`src/hdl/fltr_pkg.sv`:
```
package fltr_pkg;

    localparam int POOL_NODES = 4096;
    localparam int ALPHABET   = 26;
    localparam int WORD_LEN   = 5;
    localparam int NODE_W     = $clog2(POOL_NODES);
    localparam int NFREE_W    = NODE_W + 1;
    localparam int SLOT_W     = $clog2(POOL_NODES * ALPHABET);
    localparam int LET_W      = $clog2(ALPHABET);
    localparam int CNT_W      = $clog2(ALPHABET + 1);
    localparam int LVL_W      = $clog2(WORD_LEN + 1);
    localparam logic [7:0] BASE_CHAR = 8'd97;

    localparam logic [1:0] OP_INSERT = 2'd0;
    localparam logic [1:0] OP_LOOKUP = 2'd1;
    localparam logic [1:0] OP_PICK   = 2'd2;

    localparam logic [1:0] ST_OK         = 2'd0;
    localparam logic [1:0] ST_BAD_LETTER = 2'd1;
    localparam logic [1:0] ST_FULL       = 2'd2;
    localparam logic [1:0] ST_EMPTY      = 2'd3;

    typedef struct packed {
        logic [1:0] op;
        logic [7:0] letter_0;
        logic [7:0] letter_1;
        logic [7:0] letter_2;
        logic [7:0] letter_3;
        logic [7:0] letter_4;
        logic [4:0] rand_0;
        logic [4:0] rand_1;
        logic [4:0] rand_2;
        logic [4:0] rand_3;
        logic [4:0] rand_4;
    } t_in;

    typedef struct packed {
        logic [1:0] status;
        logic       found;
        logic [7:0] pick_0;
        logic [7:0] pick_1;
        logic [7:0] pick_2;
        logic [7:0] pick_3;
        logic [7:0] pick_4;
    } t_out;

    typedef struct packed {
        logic [ALPHABET-1:0] present;
        logic [CNT_W-1:0]    count;
    } t_meta;

    typedef struct packed {
        logic              meta_we;
        logic [NODE_W-1:0] meta_addr;
        t_meta             meta_wdata;
        logic              ptr_we;
        logic [SLOT_W-1:0] ptr_addr;
        logic [NODE_W-1:0] ptr_wdata;
    } t_mem_req;

    function automatic logic [SLOT_W-1:0] slot_of(input logic [NODE_W-1:0] node,
                                                  input logic [LET_W-1:0] letter);
        logic [SLOT_W-1:0] s;
        s = SLOT_W'(node) * SLOT_W'(ALPHABET) + SLOT_W'(letter);
        return s;
    endfunction

endpackage

```
`src/hdl/fltr_kth.sv`:
```
module fltr_kth (
    input  logic [fltr_pkg::ALPHABET-1:0] i_present,
    input  logic [fltr_pkg::CNT_W-1:0]    i_rank,
    output logic [fltr_pkg::LET_W-1:0]    o_idx,
    output logic                          o_hit
);
    import fltr_pkg::*;

    logic [CNT_W-1:0] below [ALPHABET];

    always_comb begin
        o_idx = '0;
        o_hit = 1'b0;
        for (int j = 0; j < ALPHABET; j++) begin
            below[j] = CNT_W'($countones(i_present & ((ALPHABET'(1) << j) - ALPHABET'(1))));
            if (i_present[j] && below[j] == i_rank) begin
                o_idx = LET_W'(j);
                o_hit = 1'b1;
            end
        end
    end

endmodule

```
`config.mk`:
```
export PLATFORM = sky130hd
export DESIGN_NAME = fltr_kth
export DESIGN_NICKNAME = d
export VERILOG_FILES = /design/src/hdl/fltr_pkg.sv /design/src/hdl/fltr_kth.sv
export SDC_FILE = /design/constraint.sdc
export NUM_CORES = 1
export LEC_CHECK = 0
export ABC_AREA = 1
export BUFFER_PORTS_ARGS = -buffer_cell sky130_fd_sc_hd__buf_2
export CORE_UTILIZATION = 50
export DETAILED_ROUTE_END_ITERATION = 6
export PLACE_DENSITY = 0.68
export SLEW_MARGIN = 20
export SYNTH_ARGS = -nofsm -noshare
export SYNTH_HDL_FRONTEND = slang
export SYNTH_SLANG_ARGS = --single-unit
```
`constraint.sdc`:
```
create_clock -name vclk -period 11.15
set_input_delay 2.7875 -clock vclk [all_inputs]
set_output_delay 2.7875 -clock vclk [all_outputs]
set_load 0.01 [all_outputs]
```
Word-level counts from Yosys, hierarchy flattened

Cells that the tools add are included.

Muxes and demuxes: 51
Equality and inequality tests: 25
Reductions and logical operators: 27
Add/subtract/negate cells: 54

Operator list:

| kind                         | number |
|---|---|
| equality test 5 bit          | 24 |
| adder 5 bit                  | 22 |
| 2-to-1 mux 5 bit             | 10 |
| adder 5 x 1 -> 5 bit         | 8 |
| 2-to-1 mux 4 bit             | 8 |
| 2-to-1 mux 1 bit             | 27 |
| logical AND 1 bit            | 26 |
| adder 1 x 1 -> 2 bit         | 12 |
| adder 3 x 5 -> 5 bit         | 3 |
| adder 2 x 2 -> 3 bit         | 4 |
| 2-to-1 mux 3 bit             | 4 |
| adder 2 x 1 -> 3 bit         | 3 |
| equality test 1 x 5 -> 1 bit | 1 |
| logical NOT 5 bit            | 1 |
| adder 3 x 1 -> 4 bit         | 1 |
| adder 3 x 2 -> 4 bit         | 1 |
| 2-to-1 mux 2 bit             | 2 |

Bits of input ports: 31
Flip-flop bits (word level): 0
Output and inout port bits: 6

Depth between registers and ports, before layout

Word-level depth: 28
Mapped depth: 41
Depth with buffers taken out: 39

Worst setup path before layout

No wires, ideal clock.

Path type: input port to output port
Start: in i_present[0] in the netlist's numbering
End: out o_hit
Arrival: 8.448 ns
Required time: 8.363 ns
Setup slack: -0.086 ns
Stages on the path: 25
Path buffers: 1
Cells stage by stage: ha_1 > inv_1 > fa_1 > inv_1 > ha_1 > buf_6 > or2_1 > inv_1 > nor2_1 > ha_1 > fa_1 > ha_1 > fa_1 > ha_1 > ha_1 > xnor2_1 > xor2_1 > a2111oi_0 > o21ai_0 > a211oi_1 > inv_1 > nand2_1 > nor3_2 > nand2_1 > or3_1

Cells in the longest elaborated chain, start to end: 27
Elaborated cells between the ends (all ways): 101
Those cells by class: add/sub: 24; eq/ne: 25; mux: 26; reduce/logical: 26

RTL lines:

| what                                                                          | RTL line       | text |
|---|---|---|
| start, declared                                                               | fltr_kth.sv:2  | `input logic [fltr_pkg::ALPHABET-1:0] i_present,` |
| parallel branches: the longest is 26 deep, another holds adder 3 x 5 -> 5 bit | n/a            |  |
| 2-to-1 mux 1 bit (*)                                                          | fltr_kth.sv:16 | `if (i_present[j] && below[j] == i_rank) begin` |
| end, declared                                                                 | fltr_kth.sv:5  | `output logic o_hit` |

Mark *: on every way between the ends.

Worst setup path after layout

Start: in i_present[0] in the netlist's numbering
End: out o_idx[2] in the netlist's numbering

Cells in the longest elaborated chain, start to end: 26
Elaborated cells between the ends (all ways): 89
Those cells by class: add/sub: 23; eq/ne: 22; mux: 22; reduce/logical: 22

RTL lines:

| what                                                                          | RTL line       | text |
|---|---|---|
| adder 1 x 1 -> 2 bit (*)                                                      | fltr_kth.sv:15 | `below[j] = CNT_W'($countones(i_present & ((ALPHABET'(1) << j) - ALPHABET'(1))));` |
| adder 2 x 2 -> 3 bit (*)                                                      | fltr_kth.sv:15 |  |
| parallel branches: the longest is 23 deep, another holds adder 3 x 5 -> 5 bit | n/a            |  |
| 2-to-1 mux 5 bit (*)                                                          | fltr_kth.sv:16 |  |
| end, declared                                                                 | fltr_kth.sv:4  | `output logic [fltr_pkg::LET_W-1:0] o_idx,` |

Marked as above.

==> results.md <==
- The full die area is around 9700 sq um.
- For this run, the register share of the synthesized area comes to 0.
- After detailed routing, the total wire length is between 10,000 and 15,000 um.
- The worst relative slew slack is 0.555.
- Of the cells placed in the final design, the portion with a size suffix greater than 1 is 0.134.
- The global-route usage over all layers is 0.248.
- The tightest min-delay check is of the in -> out type.
- The checks that failed: design-rule violations.
- Routability-driven placement finished with a final weighted congestion of 0.912.
- For the pin with the worst max-slew slack, the measured transition is roughly 670 ps.
- Using the TritonRoute via totals, the vias-per-cell ratio works out to roughly 5.4.
- The pin count of the biggest net entering global routing is 38.
- The instance count after placement with tap cells included is 824.
- The final-layout setup total negative slack is 0 ps.
- The routed wire length per instance is ~14 um.
- After the flow finishes, the layout carries non-filler instances totaling ~820.
- In this run the post-CTS setup repair buffer count came out at 0.
- The placement row count is 34.
- The final count of hold timing violations is 0.
- The number of diodes is 0.
- The number of I/O port buffers is 37.
- When the netlist entered floorplanning its net count stood at just over 800.
- The flow ran to the end, but the final reports show violations.
- Dividing total power by cell area gives a power density of between 200 and 300 nW/um^2.
- The initial core utilization is 0.524.
- In the layout the commonest cells are sky130_fd_sc_hd__nand2_1 (159), sky130_fd_sc_hd__inv_1 (112), sky130_fd_sc_hd__ha_1 (63).
- The cell area that synthesis handed to floorplanning was roughly 4600 sq um.
- The number of vias in the routed layout is about 4,400.
- For this design the static power due to leakage is ~2.7 nW.
- Summing internal, switching and leakage power gives roughly 1.3 mW.
- Sorting the synthesized cells by area gives the leading types as sky130_fd_sc_hd__ha_1 (19%), sky130_fd_sc_hd__fa_1 (17%), sky130_fd_sc_hd__nand2_1 (13%).
- The count of maximum capacitance violations is 0.
- For the finished layout, the period the worst path requires is approximately 11,000 ps.
- Setup repair after global routing left no endpoint under its margin.
- The number of library cell types mapped by synthesis is 45.
- For this design the top-level I/O count stands at 37.
- The count of TritonRoute iterations in the first routing pass is 7.
- VDD sags by at most between 0.0001 and 0.00015 V.
- The arrival time at the worst endpoint is 7980 ps.
- The number of routed nets with antenna violations is 0.
- The overall die width is a little under 100 um.
- The max-slew violation count is 0.
- The number of failing setup endpoints in the final timing report is 0.
- Timing would allow up to approximately 93 MHz.
- Sequential cells placed in the final layout were counted as 0.
- In this run the mean area of a mapped cell was between 6 and 7 sq um.
- The peak fanout along the critical path is 4.
- Counting every instance in the synthesized netlist gives about 700.
- For this run, the number of Yosys warnings is 0.
- The library cell used most frequently in the layout, excluding fill and tap cells, is sky130_fd_sc_hd__nand2_1.
- After the first detailed-routing iteration, the DRC count stood at around 140.
- The area growth from synthesis to layout is 8.12%.
- The top cell type by total area after synthesis is sky130_fd_sc_hd__ha_1.
- The filler cells instantiated in the layout total slightly below 900.
- The via count of the first global-routing pass is about 4,300.
- The initial antenna violation count is 0.
- The die is 98.3 um tall.
- STA puts the critical path data required time at approximately 8400 ps.
- The sequential cells in the finished layout cover a total of 0 sq um.
- The critical path class is in -> out.
- The hold buffer count at CTS is 0.
- The layout has 0 clock buffers.
- The element type at the critical path start is an input pin.
- STA classifies the critical path endpoint as an output port.
- The final cycle utilization of the critical path is 0.966.
- After detailed routing, the number of remaining DRC violations is 1.
- The region available for standard cell placement spans between 8000 and 9000 sq um.
- The total congestion overflow after global routing is 0.
- The final HPWL from detailed placement is 9480 um.
- The final hold slack is between 6000 and 7000 ps.
- The first global-routing pass estimated 19,900 um of wire.
- The final net count is roughly 860.
- The share of synthesized area in the top cell type comes to 0.189.
==> worst max-delay path, cell delays in order <==
cell	delay, ps
sky130_fd_sc_hd__buf_2	130
sky130_fd_sc_hd__ha_1	320
sky130_fd_sc_hd__inv_1	80
sky130_fd_sc_hd__fa_2	360
sky130_fd_sc_hd__inv_2	90
sky130_fd_sc_hd__ha_4	210
sky130_fd_sc_hd__or2_1	250
sky130_fd_sc_hd__inv_1	60
sky130_fd_sc_hd__nor2_1	40
sky130_fd_sc_hd__ha_2	330
sky130_fd_sc_hd__fa_1	420
sky130_fd_sc_hd__ha_1	340
sky130_fd_sc_hd__fa_1	570
sky130_fd_sc_hd__fa_1	490
sky130_fd_sc_hd__xnor2_1	150
sky130_fd_sc_hd__xor2_1	140
sky130_fd_sc_hd__a2111oi_0	280
sky130_fd_sc_hd__o21ai_1	120
sky130_fd_sc_hd__a211oi_1	210
sky130_fd_sc_hd__inv_1	80
sky130_fd_sc_hd__nand2_1	90
sky130_fd_sc_hd__inv_1	70
sky130_fd_sc_hd__a31oi_2	200
sky130_fd_sc_hd__buf_2	170
==> cell usage after synthesis, types with 4 or more instances <==
library cell,number
sky130_fd_sc_hd__nand2_1,159
sky130_fd_sc_hd__inv_1,114
sky130_fd_sc_hd__ha_1,70
sky130_fd_sc_hd__fa_1,39
sky130_fd_sc_hd__nor2_1,39
sky130_fd_sc_hd__xor2_1,36
sky130_fd_sc_hd__nand3_1,35
sky130_fd_sc_hd__a21oi_1,22
sky130_fd_sc_hd__xnor2_1,21
sky130_fd_sc_hd__o21ai_0,19
sky130_fd_sc_hd__o22ai_1,12
sky130_fd_sc_hd__a31oi_1,11
sky130_fd_sc_hd__a211oi_1,10
sky130_fd_sc_hd__nand2_2,9
sky130_fd_sc_hd__inv_2,8
sky130_fd_sc_hd__nand2_4,8
sky130_fd_sc_hd__nand4_1,8
sky130_fd_sc_hd__a2111oi_0,7
sky130_fd_sc_hd__or2_1,6
sky130_fd_sc_hd__buf_2,5
sky130_fd_sc_hd__buf_6,4
sky130_fd_sc_hd__nand3_2,4
sky130_fd_sc_hd__nand3b_1,4
sky130_fd_sc_hd__nor3_1,4
==> logic make-up after synthesis <==
family,Yosys count,share of synthesized area
buffers and inverters,136,0.120
XOR/XNOR,58,0.111
AO/OA/AOI/OAI,93,0.124
adder cells (fa/ha/maj),109,0.357
AND/OR/NAND/NOR,289,0.287
==> report_power, final <==
group | switching (mW) | internal [mW] | leakage, nW | total [mW]
Clock | 0 | 0 | 0 | 0
Sequential | 0 | 0 | 0 | 0
Combinational | 0.772 | 0.570 | 2.70 | 1.34
==> cell type report <==
| cell class | count | area, sq um | area share |
|---|---|---|---|
| multi-input cells | 549 | 4180 | 0.833 |
| inverters | 122 | 458 | 0.0913 |
| repair buffers | 45 | 245 | 0.0489 |
| well taps | 108 | 135 | 0.0269 |
==> final timing paths <==
kind          start        to  slack, ps  cells past startpoint
max    i_present[0]  o_idx[2]        380                     24
min   i_present[25]  o_idx[0]       6120                      8
==> routing by layer <==
layer | GRT usage | share of wire | wire [um] | vias up
met5 | 0 | 0 | 0 | -
met4 | 0.0356 | 0.015 | 178 | 0
met3 | 0.00358 | 0.039 | 455 | 12
met2 | 0.464 | 0.49 | 5780 | 102
met1 | 0.327 | 0.45 | 5260 | 2049
li1 | - | - | - | 2276
==> through the flow <==
stage,setup slack (ps),util,instance area [sq um]
floorplan,89.8,-,4640
global placement,212,0.556,4920
detailed placement,113,0.556,4920
CTS,111,0.556,4920
global route,31.1,0.567,5010
finish,379,0.567,5010
==> what timing repair did <==
action,CTS,global route
resized for setup,0,16
endpoints found under the setup margin,0,6
endpoints found under the hold margin,0,0
No activity file was read; power rests on OpenSTA's default activity.
